## config.mk

```make
export PLATFORM = sky130hd
export DESIGN_NAME = video_chip_register_port
export DESIGN_NICKNAME = d
export VERILOG_FILES = /design/src/hdl/vcrp_pkg.sv /design/src/hdl/vcrp_front.sv /design/src/hdl/vcrp_queue.sv /design/src/hdl/vcrp_back.sv /design/src/hdl/video_chip_register_port.sv
export SDC_FILE = /design/constraint.sdc
export NUM_CORES = 2
export LEC_CHECK = 0
export BUFFER_PORTS_ARGS = -buffer_cell sky130_fd_sc_hd__buf_2
export CORE_UTILIZATION = 45
export DETAILED_ROUTE_END_ITERATION = 10
export GPL_ROUTABILITY_DRIVEN = 1
export SYNTH_ARGS = -nofsm -noshare
export SYNTH_HDL_FRONTEND = slang
export SYNTH_SLANG_ARGS = --single-unit
```

## constraint.sdc

```tcl
create_clock -name clk -period 7.8 [get_ports clk]
set_input_delay 1.17 -clock clk [delete_from_list [all_inputs] [get_ports clk]]
set_output_delay 1.17 -clock clk [all_outputs]
set_load 0.02 [all_outputs]
```

## src/hdl/vcrp_pkg.sv

```systemverilog
// Shared types, codes and constants of the video chip register port.
package vcrp_pkg;

	localparam int SPRITE_ENTRIES = 64;
	localparam int SPRITE_BYTES = SPRITE_ENTRIES * 4;
	localparam int SPRITE_AW = $clog2(SPRITE_BYTES);

	localparam int QUEUE_DEPTH = 2;
	localparam int QUEUE_AW = $clog2(QUEUE_DEPTH);
	localparam int QUEUE_CW = $clog2(QUEUE_DEPTH + 1);

	localparam logic [13:0] PALETTE_BASE = 14'h3f00;
	localparam logic [14:0] ADDR_STEP_COL = 15'd1;
	localparam logic [14:0] ADDR_STEP_ROW = 15'd32;

	typedef enum logic [1:0] {
		MODE_WRITE  = 2'd0,
		MODE_READ   = 2'd1,
		MODE_RETURN = 2'd2,
		MODE_EVENT  = 2'd3
	} mode_t;

	localparam logic [2:0] REG_CTRL      = 3'd0;
	localparam logic [2:0] REG_MASK      = 3'd1;
	localparam logic [2:0] REG_STATUS    = 3'd2;
	localparam logic [2:0] REG_OAM_ADDR  = 3'd3;
	localparam logic [2:0] REG_OAM_DATA  = 3'd4;
	localparam logic [2:0] REG_SCROLL    = 3'd5;
	localparam logic [2:0] REG_ADDR      = 3'd6;
	localparam logic [2:0] REG_DATA      = 3'd7;

	typedef enum logic [1:0] {
		EV_CLEAR    = 2'd0,
		EV_VBLANK   = 2'd1,
		EV_SPR_HIT  = 2'd2,
		EV_OVERFLOW = 2'd3
	} event_t;

	typedef enum logic [1:0] {
		RES_NONE      = 2'd0,
		RES_CPU       = 2'd1,
		RES_VRAM_RD   = 2'd2,
		RES_VRAM_WR   = 2'd3
	} kind_t;

	typedef enum logic [3:0] {
		OP_NOP,
		OP_WR_CTRL,
		OP_WR_MASK,
		OP_WR_OAM_ADDR,
		OP_WR_OAM_DATA,
		OP_WR_SCROLL,
		OP_WR_ADDR,
		OP_WR_DATA,
		OP_RD_STATUS,
		OP_RD_OAM,
		OP_RD_DATA,
		OP_RD_OTHER,
		OP_RETURN,
		OP_EVENT
	} op_t;

	typedef struct packed {
		op_t        op;
		logic [7:0] data;
		event_t     ev;
	} item_t;

	typedef struct packed {
		logic full;
		logic empty;
	} q_stat_t;

	typedef struct packed {
		kind_t       kind;
		logic [7:0]  cpu_rdata;
		logic [13:0] vram_addr;
		logic [7:0]  vram_wdata;
		logic [7:0]  control;
		logic [7:0]  mask;
		logic [2:0]  fine_x;
		logic [14:0] scroll_tmp;
		logic [14:0] cur_addr;
	} result_t;

endpackage

```

## src/hdl/vcrp_front.sv

```systemverilog
// Front end: classifies each incoming beat into an operation for the back end.
module vcrp_front (
	input  logic [1:0]     mode,
	input  logic [2:0]     reg_index,
	input  logic [7:0]     write_data,
	input  logic [7:0]     vram_rdata,
	input  logic [1:0]     event_code,
	output vcrp_pkg::item_t item
);
	import vcrp_pkg::*;

	op_t op;

	always_comb begin
		op = OP_NOP;
		unique case (mode_t'(mode))
			MODE_WRITE: begin
				unique case (reg_index)
					REG_CTRL:     op = OP_WR_CTRL;
					REG_MASK:     op = OP_WR_MASK;
					REG_STATUS:   op = OP_NOP;
					REG_OAM_ADDR: op = OP_WR_OAM_ADDR;
					REG_OAM_DATA: op = OP_WR_OAM_DATA;
					REG_SCROLL:   op = OP_WR_SCROLL;
					REG_ADDR:     op = OP_WR_ADDR;
					REG_DATA:     op = OP_WR_DATA;
					default:      op = OP_NOP;
				endcase
			end
			MODE_READ: begin
				unique case (reg_index)
					REG_STATUS:   op = OP_RD_STATUS;
					REG_OAM_DATA: op = OP_RD_OAM;
					REG_DATA:     op = OP_RD_DATA;
					default:      op = OP_RD_OTHER;
				endcase
			end
			MODE_RETURN: op = OP_RETURN;
			MODE_EVENT:  op = OP_EVENT;
			default:     op = OP_NOP;
		endcase
	end

	assign item.op   = op;
	assign item.data = (mode_t'(mode) == MODE_RETURN) ? vram_rdata : write_data;
	assign item.ev   = event_t'(event_code);

endmodule

```

## src/hdl/vcrp_queue.sv

```systemverilog
// Two-entry queue between the front end and the back end.
module vcrp_queue (
	input  logic              clk,
	input  logic              arst_n,
	input  logic              push,
	input  vcrp_pkg::item_t   push_item,
	input  logic              pop,
	output vcrp_pkg::item_t   head,
	output vcrp_pkg::q_stat_t stat
);
	import vcrp_pkg::*;

	item_t                entry_q [QUEUE_DEPTH];
	logic [QUEUE_AW-1:0]  wr_ptr_q;
	logic [QUEUE_AW-1:0]  rd_ptr_q;
	logic [QUEUE_CW-1:0]  count_q;

	always_ff @(posedge clk) begin
		if (push)
			entry_q[wr_ptr_q] <= push_item;
	end

	always_ff @(posedge clk or negedge arst_n) begin
		if (!arst_n) begin
			wr_ptr_q <= '0;
			rd_ptr_q <= '0;
			count_q  <= '0;
		end else begin
			if (push)
				wr_ptr_q <= wr_ptr_q + 1'b1;
			if (pop)
				rd_ptr_q <= rd_ptr_q + 1'b1;
			if (push && !pop)
				count_q <= count_q + 1'b1;
			else if (pop && !push)
				count_q <= count_q - 1'b1;
		end
	end

	assign head       = entry_q[rd_ptr_q];
	assign stat.full  = (count_q == QUEUE_CW'(QUEUE_DEPTH));
	assign stat.empty = (count_q == '0);

endmodule

```

## src/hdl/vcrp_back.sv

```systemverilog
// Back end: register state, sprite memory and the registered result stage.
module vcrp_back (
	input  logic              clk,
	input  logic              arst_n,
	input  logic              q_valid,
	input  vcrp_pkg::item_t   item,
	output logic              q_pop,
	output logic              out_valid,
	input  logic              out_ready,
	output vcrp_pkg::result_t res
);
	import vcrp_pkg::*;

	logic [7:0]  ctrl_q, ctrl_d;
	logic [7:0]  mask_q, mask_d;
	logic [2:0]  status_q, status_d;
	logic [14:0] cur_q, cur_d;
	logic [14:0] tmp_q, tmp_d;
	logic [2:0]  fx_q, fx_d;
	logic        toggle_q, toggle_d;
	logic [7:0]  oam_addr_q, oam_addr_d;
	logic [7:0]  rbuf_q, rbuf_d;
	logic        pend_q, pend_d;
	logic        pal_q, pal_d;

	logic [7:0]              oam_mem [SPRITE_BYTES];
	logic [SPRITE_BYTES-1:0] oam_vld_q;
	logic [7:0]              oam_rd_q;
	logic                    oam_rd_vld_q;
	logic                    oam_we;
	logic [7:0]              oam_byte;

	logic [14:0] cur_step;
	result_t     res_d;
	logic        out_valid_q;
	result_t     res_q;

	assign q_pop    = q_valid && (!out_valid_q || out_ready);
	assign cur_step = cur_q + (ctrl_q[2] ? ADDR_STEP_ROW : ADDR_STEP_COL);
	assign oam_we   = q_pop && (item.op == OP_WR_OAM_DATA);
	// read port tracks the sprite address of the next cycle; never-written bytes read zero
	assign oam_byte = oam_rd_vld_q ? oam_rd_q : 8'h00;

	always_comb begin
		ctrl_d     = ctrl_q;
		mask_d     = mask_q;
		status_d   = status_q;
		cur_d      = cur_q;
		tmp_d      = tmp_q;
		fx_d       = fx_q;
		toggle_d   = toggle_q;
		oam_addr_d = oam_addr_q;
		rbuf_d     = rbuf_q;
		pend_d     = pend_q;
		pal_d      = pal_q;
		res_d.kind       = RES_NONE;
		res_d.cpu_rdata  = '0;
		res_d.vram_addr  = '0;
		res_d.vram_wdata = '0;
		if (q_pop) begin
			unique case (item.op)
				OP_NOP: ;
				OP_WR_CTRL: begin
					ctrl_d = item.data;
					tmp_d  = {tmp_q[14:12], item.data[1:0], tmp_q[9:0]};
				end
				OP_WR_MASK:     mask_d = item.data;
				OP_WR_OAM_ADDR: oam_addr_d = item.data;
				OP_WR_OAM_DATA: oam_addr_d = oam_addr_q + 8'd1;
				OP_WR_SCROLL: begin
					if (!toggle_q) begin
						tmp_d = {tmp_q[14:5], item.data[7:3]};
						fx_d  = item.data[2:0];
					end else begin
						tmp_d = {item.data[2:0], tmp_q[11:10], item.data[7:3], tmp_q[4:0]};
					end
					toggle_d = !toggle_q;
				end
				OP_WR_ADDR: begin
					if (!toggle_q) begin
						tmp_d = {1'b0, item.data[5:0], tmp_q[7:0]};
					end else begin
						tmp_d = {tmp_q[14:8], item.data};
						cur_d = {tmp_q[14:8], item.data};
					end
					toggle_d = !toggle_q;
				end
				OP_WR_DATA: begin
					res_d.kind       = RES_VRAM_WR;
					res_d.vram_addr  = cur_q[13:0];
					res_d.vram_wdata = item.data;
					cur_d            = cur_step;
				end
				OP_RD_STATUS: begin
					res_d.kind      = RES_CPU;
					res_d.cpu_rdata = {status_q, 5'b0};
					status_d        = {1'b0, status_q[1:0]};
					toggle_d        = 1'b0;
				end
				OP_RD_OAM: begin
					res_d.kind      = RES_CPU;
					res_d.cpu_rdata = oam_byte;
				end
				OP_RD_DATA: begin
					res_d.kind      = RES_VRAM_RD;
					res_d.vram_addr = cur_q[13:0];
					pend_d          = 1'b1;
					pal_d           = (cur_q[13:0] >= PALETTE_BASE);
					cur_d           = cur_step;
				end
				OP_RD_OTHER: res_d.kind = RES_CPU;
				OP_RETURN: begin
					if (pend_q) begin
						res_d.kind      = RES_CPU;
						res_d.cpu_rdata = pal_q ? item.data : rbuf_q;
						rbuf_d          = item.data;
						pend_d          = 1'b0;
						pal_d           = 1'b0;
					end
				end
				OP_EVENT: begin
					unique case (item.ev)
						EV_CLEAR:    status_d = 3'b000;
						EV_VBLANK:   status_d = status_q | 3'b100;
						EV_SPR_HIT:  status_d = status_q | 3'b010;
						EV_OVERFLOW: status_d = status_q | 3'b001;
						default:     status_d = status_q;
					endcase
				end
				default: ;
			endcase
		end
		res_d.control    = ctrl_d;
		res_d.mask       = mask_d;
		res_d.fine_x     = fx_d;
		res_d.scroll_tmp = tmp_d;
		res_d.cur_addr   = cur_d;
	end

	// write at the current address, read at the next one: they never collide
	always_ff @(posedge clk) begin
		if (oam_we)
			oam_mem[oam_addr_q[SPRITE_AW-1:0]] <= item.data;
		oam_rd_q <= oam_mem[oam_addr_d[SPRITE_AW-1:0]];
	end

	always_ff @(posedge clk) begin
		if (q_pop)
			res_q <= res_d;
	end

	always_ff @(posedge clk or negedge arst_n) begin
		if (!arst_n) begin
			ctrl_q       <= '0;
			mask_q       <= '0;
			status_q     <= '0;
			cur_q        <= '0;
			tmp_q        <= '0;
			fx_q         <= '0;
			toggle_q     <= 1'b0;
			oam_addr_q   <= '0;
			rbuf_q       <= '0;
			pend_q       <= 1'b0;
			pal_q        <= 1'b0;
			oam_vld_q    <= '0;
			oam_rd_vld_q <= 1'b0;
			out_valid_q  <= 1'b0;
		end else begin
			ctrl_q       <= ctrl_d;
			mask_q       <= mask_d;
			status_q     <= status_d;
			cur_q        <= cur_d;
			tmp_q        <= tmp_d;
			fx_q         <= fx_d;
			toggle_q     <= toggle_d;
			oam_addr_q   <= oam_addr_d;
			rbuf_q       <= rbuf_d;
			pend_q       <= pend_d;
			pal_q        <= pal_d;
			if (oam_we)
				oam_vld_q[oam_addr_q[SPRITE_AW-1:0]] <= 1'b1;
			oam_rd_vld_q <= oam_vld_q[oam_addr_d[SPRITE_AW-1:0]];
			if (q_pop)
				out_valid_q <= 1'b1;
			else if (out_ready)
				out_valid_q <= 1'b0;
		end
	end

	assign out_valid = out_valid_q;
	assign res       = res_q;

endmodule

```

## src/hdl/video_chip_register_port.sv

```systemverilog
// Top level of the video chip register port: front end, queue, back end.
//
//  channel | direction | handshake            | payload
//  --------+-----------+----------------------+-------------------------------------------
//  in      | input     | in_valid / in_ready  | mode, reg_index, write_data, vram_rdata,
//          |           |                      | event_code
//  out     | output    | out_valid / out_ready| result_kind, cpu_rdata, vram_addr, vram_wdata,
//          |           |                      | control_bits, mask_bits, fine_scroll_x,
//          |           |                      | temp_address, current_address
//
// One beat per cycle sustained while out_ready stays high; a beat passes the queue, then
// the result register, which offers its result and holds it until out_ready takes it.
// Every beat gives one result.
// The two-entry queue absorbs output stalls; in_ready drops only when it is full.
// Reset clears the register state, the queue pointers and the sprite memory valid bits,
// so in_ready is high once reset is released; queue entries and results are not reset.
module video_chip_register_port (
	input  logic        clk,
	input  logic        arst_n,
	input  logic        in_valid,
	output logic        in_ready,
	input  logic [1:0]  mode,
	input  logic [2:0]  reg_index,
	input  logic [7:0]  write_data,
	input  logic [7:0]  vram_rdata,
	input  logic [1:0]  event_code,
	output logic        out_valid,
	input  logic        out_ready,
	output logic [1:0]  result_kind,
	output logic [7:0]  cpu_rdata,
	output logic [13:0] vram_addr,
	output logic [7:0]  vram_wdata,
	output logic [7:0]  control_bits,
	output logic [7:0]  mask_bits,
	output logic [2:0]  fine_scroll_x,
	output logic [14:0] temp_address,
	output logic [14:0] current_address
);
	import vcrp_pkg::*;

	item_t   front_item;
	item_t   q_head;
	q_stat_t q_stat;
	logic    q_push;
	logic    q_pop;
	result_t res;

	assign in_ready = !q_stat.full;
	assign q_push   = in_valid && in_ready;

	vcrp_front u_front (
		.mode       (mode),
		.reg_index  (reg_index),
		.write_data (write_data),
		.vram_rdata (vram_rdata),
		.event_code (event_code),
		.item       (front_item)
	);

	vcrp_queue u_queue (
		.clk       (clk),
		.arst_n    (arst_n),
		.push      (q_push),
		.push_item (front_item),
		.pop       (q_pop),
		.head      (q_head),
		.stat      (q_stat)
	);

	vcrp_back u_back (
		.clk       (clk),
		.arst_n    (arst_n),
		.q_valid   (!q_stat.empty),
		.item      (q_head),
		.q_pop     (q_pop),
		.out_valid (out_valid),
		.out_ready (out_ready),
		.res       (res)
	);

	assign result_kind     = res.kind;
	assign cpu_rdata       = res.cpu_rdata;
	assign vram_addr       = res.vram_addr;
	assign vram_wdata      = res.vram_wdata;
	assign control_bits    = res.control;
	assign mask_bits       = res.mask;
	assign fine_scroll_x   = res.fine_x;
	assign temp_address    = res.scroll_tmp;
	assign current_address = res.cur_addr;

	a_push_lands: assert property (@(posedge clk) disable iff (!arst_n)
		q_push |=> !q_stat.empty)
		else $error("accepted beat did not land in the queue");

	a_pop_nonempty: assert property (@(posedge clk) disable iff (!arst_n)
		q_pop |-> !q_stat.empty)
		else $error("back end popped an empty queue");

	a_cpu_data_zero: assert property (@(posedge clk) disable iff (!arst_n)
		out_valid && result_kind != RES_CPU |-> cpu_rdata == 8'h00)
		else $error("processor data set on a non-read result");

	a_vram_fields_zero: assert property (@(posedge clk) disable iff (!arst_n)
		out_valid && (result_kind == RES_NONE || result_kind == RES_CPU)
		|-> vram_addr == 14'h0 && vram_wdata == 8'h00)
		else $error("video memory fields set without a request");

endmodule

```

# Word level (Yosys, flattened, before mapping)
# Memory sizes are Yosys's and may differ from the RTL's. A register that Yosys moved wholly into a read port is not among the register bits.
# Cells that the tools add are included.
dict set report totals {
  output_inout_bits 83
  mem_bits_rw 2076
  input_bits 27
  word_cells 146
  romBits 24
  mem_count 3
  ff_bits 414
}
# memory depth word_bits read_ports rd_clocked_by_memory_dff wr line
set memory_table {}
lappend memory_table {u_back.oam_mem 256 8 1 1 1 vcrp_back.sv:26} ;# logic [7:0] oam_mem [SPRITE_BYTES];
lappend memory_table {u_queue.entry_q 2 14 1 0 1 vcrp_queue.sv:13} ;# item_t entry_q [QUEUE_DEPTH];
lappend memory_table {{(no name shown)} 8 3 1 0 0 vcrp_front.sv:18} ;# unique case (reg_index)
dict set report classes {
  n_mux 43
  order_cmp 4
  bitwise 5
  reduce_logical 31
  n_eq_ne 26
  n_addsub 6
}
# operator n
set op_table {}
lappend op_table {{256-bit OR} 1}
lappend op_table {{15-bit two-way mux} 5}
lappend op_table {{8-bit two-way mux} 8}
lappend op_table {{15-bit one-hot mux with 3 select lines} 1}
lappend op_table {{15-bit one-hot mux with 2 select lines} 1}
lappend op_table {{4-bit equality test (second input constant)} 6}
lappend op_table {{8-bit one-hot mux with 3 select lines} 1}
lappend op_table {{8-bit by 9-bit < comparator with 1-bit output (second input constant)} 2}
lappend op_table {{4-bit by 3-bit equality test with 1-bit output (second input constant)} 4}
lappend op_table {{4-bit one-hot mux with 4 select lines} 1}
lappend op_table {{8-bit one-hot mux with 2 select lines} 1}
lappend op_table {{15-bit adder} 1}
lappend op_table {{14-bit greater-or-equal comparator (second input constant)} 1}
lappend op_table {{3-bit one-hot mux with 4 select lines} 1}
lappend op_table {{2-bit equality test (second input constant)} 5}
lappend op_table {{5-bit AND reduction} 2}
lappend op_table {{2-bit nonzero test} 5}
lappend op_table {{1-bit two-way mux} 9}
lappend op_table {{3-bit two-way mux} 3}
lappend op_table {{9-bit two-way mux} 1}
lappend op_table {{8-bit by 1-bit adder with 8-bit output (second input constant)} 1}
lappend op_table {{1-bit binary-select mux with 8-bit select} 1}
lappend op_table {{1-bit demux with 8-bit select} 1}
lappend op_table {{4-bit by 2-bit equality test with 1-bit output (second input constant)} 2}
lappend op_table {{26 further kinds} 51}

# Logic depth before layout (Yosys ltp)
dict set report logic_depth {
  word_depth 7
  depth_mapped 18
}

# By module
# Synthesis repeated with hierarchy kept, for this count alone.
dict set report hier_totals {
  hier_cells 7280
  hier_area_um2 100442.6
}
# module cells_per_inst instances area_each_um2
set modules_own_cells {}
lappend modules_own_cells {vcrp_back 7186 1 98874.8}
lappend modules_own_cells {vcrp_queue 60 1 1249.9}
lappend modules_own_cells {vcrp_front 31 1 304.0}
lappend modules_own_cells {video_chip_register_port 3 1 13.8}

# Least setup slack after synthesis
# No wires, ideal clock.
dict set report synth_path {
  path_kind {register to register}
  start {register u_queue.rd_ptr_q}
  end {register u_back.oam_rd_q[5] (read register of u_back.oam_mem)}
  t_required_ns 7.684
  path_stages_with_launch 15
  synth_period_minus_slack_ns 6.155
  setup_slack_ns 1.645
  arrival_ns 6.040
  cell_sequence {dfrtp_1 buf_2 buf_2 mux2i_1 inv_1 nand2_1 clkbuf_1 clkbuf_1 a21oi_1 clkbuf_1 a32oi_1 nand4_1 o21ai_0 or4_1 a31o_1}
}
# element line
set synth_rtl {}
lappend synth_rtl {{start, declared} vcrp_queue.sv:15} ;# logic [QUEUE_AW-1:0] rd_ptr_q;
lappend synth_rtl {{start signal, assigned} vcrp_queue.sv:32} ;# rd_ptr_q <= rd_ptr_q + 1'b1;
lappend synth_rtl {{end, declared} vcrp_back.sv:28} ;# logic [7:0] oam_rd_q;

# Worst setup path after layout
dict set report layout_path {
  start {register u_queue.rd_ptr_q}
  end {register u_back.oam_rd_q[7] (read register of u_back.oam_mem)}
}
dict set report layout_via {
  elab_chain_cells 4
  elab_cells_between_ends 5
  cone_classes {eq/ne (2); mux (2); memory (1)}
}
# element line
set layout_rtl {}
lappend layout_rtl {{memory 2 x 14 bit *} -}
lappend layout_rtl {{4-bit by 3-bit equality test with 1-bit output / 4-bit by 2-bit equality test with 1-bit output (equally long branches)} vcrp_back.sv:61} ;# unique case (item.op)
lappend layout_rtl {{8-bit one-hot mux with 2 select lines *} vcrp_back.sv:61}
lappend layout_rtl {{8-bit two-way mux *} vcrp_back.sv:60} ;# if (q_pop) begin
lappend layout_rtl {{via u_back.oam_addr_d[5]} vcrp_back.sv:21} ;# logic [7:0] oam_addr_q, oam_addr_d;
# Mark *: on every way through the listed nets, which the timed path passes. The rest lies on a longest branch.
# A chain may end at the register's enable or synchronous reset.

==> results_tabular.tex <==
\begin{tabular}{lr}
\hline
Metric & Value \\
\hline
\multicolumn{2}{l}{\textbf{STA}} \\
RSZ-0062 raised after global routing & no \\
Final hold vios & 0 \\
Max-slew headroom & -2.37\% \\
Least-Margin Pin Slew & 1.54 ns \\
Timing-limited maximum frequency & 0.147 GHz \\
Aggregate negative setup slack & 0 ns \\
Final setup violation count & 0 \\
Clock period minus worst slack & approximately 6.8 ns \\
Final Skew & 0.0782 ns \\
Fraction of the cycle the final worst path needs & 87.4\% \\
Final count of pins violating max slew & 48 \\
\multicolumn{2}{l}{\textbf{Setup path}} \\
Delay of the slowest cell on the worst path & roughly 0.81 ns \\
Ordered cell list for the critical path & buf\_4 > or3b\_1 > a22o\_1 > o31a\_1 > o21ai\_2 > inv\_2 > nand2\_1 > buf\_4 > nor2\_2 > buf\_4 > and3\_1 > a31oi\_1 > nand4\_1 > nor4\_1 > buf\_4 > nor4\_1 \\
Worst path required time & around 8.6 ns \\
Most common cell on crit path & sky130\_fd\_sc\_hd\_\_buf\_4 \\
Slack of the worst reg-to-reg path & 0.98 ns \\
End of the worst register-to-register path & u\_back.oam\_rd\_q[7]\$\_DFF\_P\_ \\
Element type at the critical path start & register \\
CP max FO & 20 \\
Type of element capturing the critical path & register \\
CP endpoint & u\_back.oam\_rd\_q[7]\$\_DFF\_P\_ \\
Data arrival time of the critical path & 7.63 ns \\
Count of cells along the worst register-to-register path & 16 \\
Category of the critical setup timing path & register to register \\
Reg2reg start & u\_queue.rd\_ptr\_q\$\_DFFE\_PN0N\_ \\
Worst setup path startpoint & u\_queue.rd\_ptr\_q\$\_DFFE\_PN0N\_ \\
Standard cell with the maximum stage delay on the critical path & sky130\_fd\_sc\_hd\_\_nor4\_1 \\
\multicolumn{2}{l}{\textbf{Synth}} \\
Sequential-to-total area share from yosys stat & about 73\% \\
Library cells used by synthesis & 93 \\
Share of the synthesized area in the top cell type & 64.4\% \\
Warnings, synthesis & 0 \\
Most used standard cell by instance count after synthesis & sky130\_fd\_sc\_hd\_\_edfxtp\_1 \\
Number of flops mapped to enable cells by yosys & 2157 \\
Average cell area after synthesis & 12.9 µm² \\
Async S/R FF share, synth & between 10\% and 20\% \\
Cell taking the most area after synthesis & sky130\_fd\_sc\_hd\_\_edfxtp\_1 \\
Synth top area cells & sky130\_fd\_sc\_hd\_\_edfxtp\_1 (64\%), sky130\_fd\_sc\_hd\_\_dfrtp\_1 (8.3\%), sky130\_fd\_sc\_hd\_\_nand2\_1 (6.4\%) \\
Total nets after synthesis & 7819 \\
Synthesized instance count & 7777 \\
\#FFs+latches synth & 2498 \\
Synthesized cell area & slightly above 0.1 mm² \\
Most used flip-flop cell after synthesis & sky130\_fd\_sc\_hd\_\_edfxtp\_1 \\
Synth cell count leaders & sky130\_fd\_sc\_hd\_\_edfxtp\_1 (2157), sky130\_fd\_sc\_hd\_\_nand2\_1 (1714), sky130\_fd\_sc\_hd\_\_nand3\_1 (644) \\
\multicolumn{2}{l}{\textbf{Clock network}} \\
Post-cts repair resize count & 0 \\
Max Root-Sink Buffers & 4 \\
Clock tree root driver cell & sky130\_fd\_sc\_hd\_\_clkbuf\_16 \\
CTS buffer count & 281 \\
Clock tree from TritonCTS & yes \\
CTS Sinks & 2498 \\
Number of post-CTS setup repair buffers & 0 \\
Number of buffers inserted for hold repair after clock tree synthesis & 0 \\
Later-pin clock latency in the skew report & 0.97 ns \\
Htree depth & 5 \\
Clock transition at the register clock pins on the worst setup and hold paths after CTS & 0.06 ns \\
\multicolumn{2}{l}{\textbf{Global route}} \\
Global route overflow & 0 \\
Largest net degree at the start of global routing & 163 \\
Vias in the first global route & 63.7k \\
Global-route usage over all layers & 29.5\% \\
Number of antenna violations at the first check in global routing & 24 \\
Wire length of the first global-routing pass & 477 mm \\
\multicolumn{2}{l}{\textbf{Detailed routing}} \\
DRT iter0 DRCs & 9996 \\
Avg Vias per Cell & 6.18 \\
Wirelength per Cell & 30.4 µm \\
WL final & 336 mm \\
Number of remaining DRC errors & 0 \\
Pre-Repair DR Iteration Count & 6 \\
Routed Antenna Nets & 0 \\
Vias post-DR & 68.3k \\
\multicolumn{2}{l}{\textbf{Run status}} \\
Violations in the final reports & slew limit \\
Outcome & finished, violations left \\
\multicolumn{2}{l}{\textbf{Floorplanning}} \\
Floorplan core area & 0.222 mm² \\
Standard-cell row count & 173 \\
Ports & 110 \\
Die boundary height & 475 µm \\
Die width & 475 µm \\
Starting density of the core & 45.3\% \\
Die Footprint & 0.225 mm² \\
\multicolumn{2}{l}{\textbf{Pwr}} \\
Power, Total & 0.0476 W \\
Sw power & 0.0193 W \\
Leakage power total & $\sim$40 nW \\
Switching share of power & 40.6\% \\
Power density of the placed cells & 419 mW/mm² \\
Proportion of power drawn by flip-flops and latches & 35.6\% \\
Proportion of power drawn by combinational gates & a little under two fifths \\
Cell-internal power & between 0.02 and 0.03 W \\
Worst-case vdd ir drop & 566 µV \\
Power share of the clock group & 26.7\% \\
\multicolumn{2}{l}{\textbf{Job}} \\
Count of max-cap constraint violations & 0 \\
\multicolumn{2}{l}{\textbf{Layout}} \\
Fraction of final layout cells sized beyond drive strength 1 & 12.8\% \\
Synthesis-to-finish area growth & 12.9\% \\
Final-stage net count & 7920 \\
Post-Route Utilization & 51.1\% \\
Post-route insts no fill & 11.1k \\
\multicolumn{2}{l}{\textbf{Placed design}} \\
Cell count after placement & 10.6k \\
Buffers on Ports & around 110 \\
Post-detailed-placement half-perimeter wirelength & $\sim$200 mm \\
Global placer's final weighted congestion & 0.965 \\
\multicolumn{2}{l}{\textbf{Hold path}} \\
Class of the tightest hold or removal check & input port to asynchronous set/reset pin \\
\hline
\end{tabular}
==> per-stage QoR <==
step / instance area, µm² / worst slack, ns / hold slack, ns
2_1_floorplan: 101000 / 1.64 / 0.428
3_3_place_gp: 105000 / 0.0375 / 0.442
3_5_place_dp: 105000 / 1.06 / 0.443
4_1_cts: 113000 / 1.03 / 0.177
5_1_grt: 113000 / 0.933 / 0.196
6_report: 113000 / 0.982 / 0.175
==> metal layers <==
layer | GRT usage (%) | routed length [µm]
met1 | 40.8 | 132000
met2 | 43.2 | 148000
met3 | 7.46 | 38200
met4 | 14.8 | 18100
met5 | 0 | 161
==> area by class of cell <==
cell class / instances / area, µm²
antenna: 10 / 25.0
clock buffer: 401 / 7870
clock inverter: 84 / 768
fill: 18900 / 109000
inverter: 36 / 218
multi-input combinational: 4731 / 25000
sequential: 2498 / 73300
tap: 2975 / 3720
timing repair buffer: 330 / 2620
==> cells by family after synthesis <==
kind of cell	Yosys count	synth area share, %
XOR/XNOR	7	0.0610
AO/OA/AOI/OAI	1201	7.92
buffers and inverters	548	2.42
flip-flops	2498	72.9
multiplexers	174	1.77
AND/OR/NAND/NOR	3334	14.8
adder cells (fa/ha/maj)	15	0.187
==> how the worst min path moves through the flow <==
stage | start | to | slack [ns] | cells after the start
global placement | u_back.oam_vld_q[185]$_DFFE_PN0P_ | u_back.oam_vld_q[185]$_DFFE_PN0P_ | 0.44 | 2
finish | arst_n | u_back.oam_vld_q[199]$_DFFE_PN0P_ | 0.17 | 1
CTS | arst_n | u_back.oam_vld_q[253]$_DFFE_PN0P_ | 0.18 | 1
global route | arst_n | u_back.oam_vld_q[199]$_DFFE_PN0P_ | 0.20 | 1
floorplan | u_back.oam_vld_q[185]$_DFFE_PN0P_ | u_back.oam_vld_q[185]$_DFFE_PN0P_ | 0.43 | 2
detailed placement | u_back.oam_vld_q[154]$_DFFE_PN0P_ | u_back.oam_vld_q[154]$_DFFE_PN0P_ | 0.44 | 1
==> worst max-delay path: cells and delay by family (launching register included) <==
| family | cells | cell delay [ns] |
|---|---|---|
| buffers and inverters | 5 | 1.60 |
| AND/OR/NAND/NOR | 7 | 2.68 |
| flip-flops | 1 | 0.73 |
| AO/OA/AOI/OAI | 4 | 1.63 |
==> cells in the final DEF, fill, tap and decap left out, types with 22 or more instances in the layout <==
| cell type | synthesis | final |
|---|---|---|
| sky130_fd_sc_hd__buf_2 | 239 | 108 |
| sky130_fd_sc_hd__nand2_1 | 1714 | 1711 |
| sky130_fd_sc_hd__nand4_1 | 43 | 43 |
| sky130_fd_sc_hd__inv_1 | 31 | 22 |
| sky130_fd_sc_hd__clkbuf_16 | 0 | 284 |
| sky130_fd_sc_hd__a32oi_1 | 49 | 49 |
| sky130_fd_sc_hd__clkbuf_1 | 177 | 85 |
| sky130_fd_sc_hd__clkinv_2 | 0 | 34 |
| sky130_fd_sc_hd__o21ai_0 | 132 | 130 |
| sky130_fd_sc_hd__buf_4 | 18 | 189 |
| sky130_fd_sc_hd__edfxtp_1 | 2157 | 2157 |
| sky130_fd_sc_hd__and2_1 | 24 | 24 |
| sky130_fd_sc_hd__clkinv_1 | 1 | 30 |
| sky130_fd_sc_hd__nand3_1 | 644 | 643 |
| sky130_fd_sc_hd__nor3_1 | 45 | 41 |
| sky130_fd_sc_hd__a211oi_1 | 122 | 122 |
| sky130_fd_sc_hd__o22ai_1 | 30 | 30 |
| sky130_fd_sc_hd__dfrtp_1 | 333 | 333 |
| sky130_fd_sc_hd__a22oi_1 | 146 | 146 |
| sky130_fd_sc_hd__a22o_1 | 22 | 22 |
| sky130_fd_sc_hd__and3_1 | 165 | 165 |
| sky130_fd_sc_hd__buf_12 | 0 | 32 |
| sky130_fd_sc_hd__a21oi_1 | 367 | 366 |
| sky130_fd_sc_hd__mux2i_1 | 158 | 153 |
| sky130_fd_sc_hd__nor2_1 | 376 | 363 |
| sky130_fd_sc_hd__or2_2 | 258 | 258 |
| sky130_fd_sc_hd__clkbuf_8 | 0 | 32 |
| sky130_fd_sc_hd__a311oi_1 | 50 | 50 |
| sky130_fd_sc_hd__a31oi_1 | 135 | 135 |
==> state kept, by name, indices dropped and copies added (netlist names), 15 cells and up <==
signal	count
u_back.cur_q	15
u_back.oam_mem	2048
u_back.oam_vld_q	256
u_back.res	81
u_back.tmp_q	15
u_queue.entry_q	28
==> power groups by stage <==
stage,Clock [W],Sequential [W],Combinational (W)
final,0.0127,0.0169,0.0179
after floorplan,0,0.0176,0.00920
after CTS,0.0128,0.0169,0.0174
after global placement,0,0.0172,0.0172
after global routing,0.0133,0.0170,0.0185
after detailed placement,0,0.0172,0.0174
No activity file was read; power rests on OpenSTA's default activity.
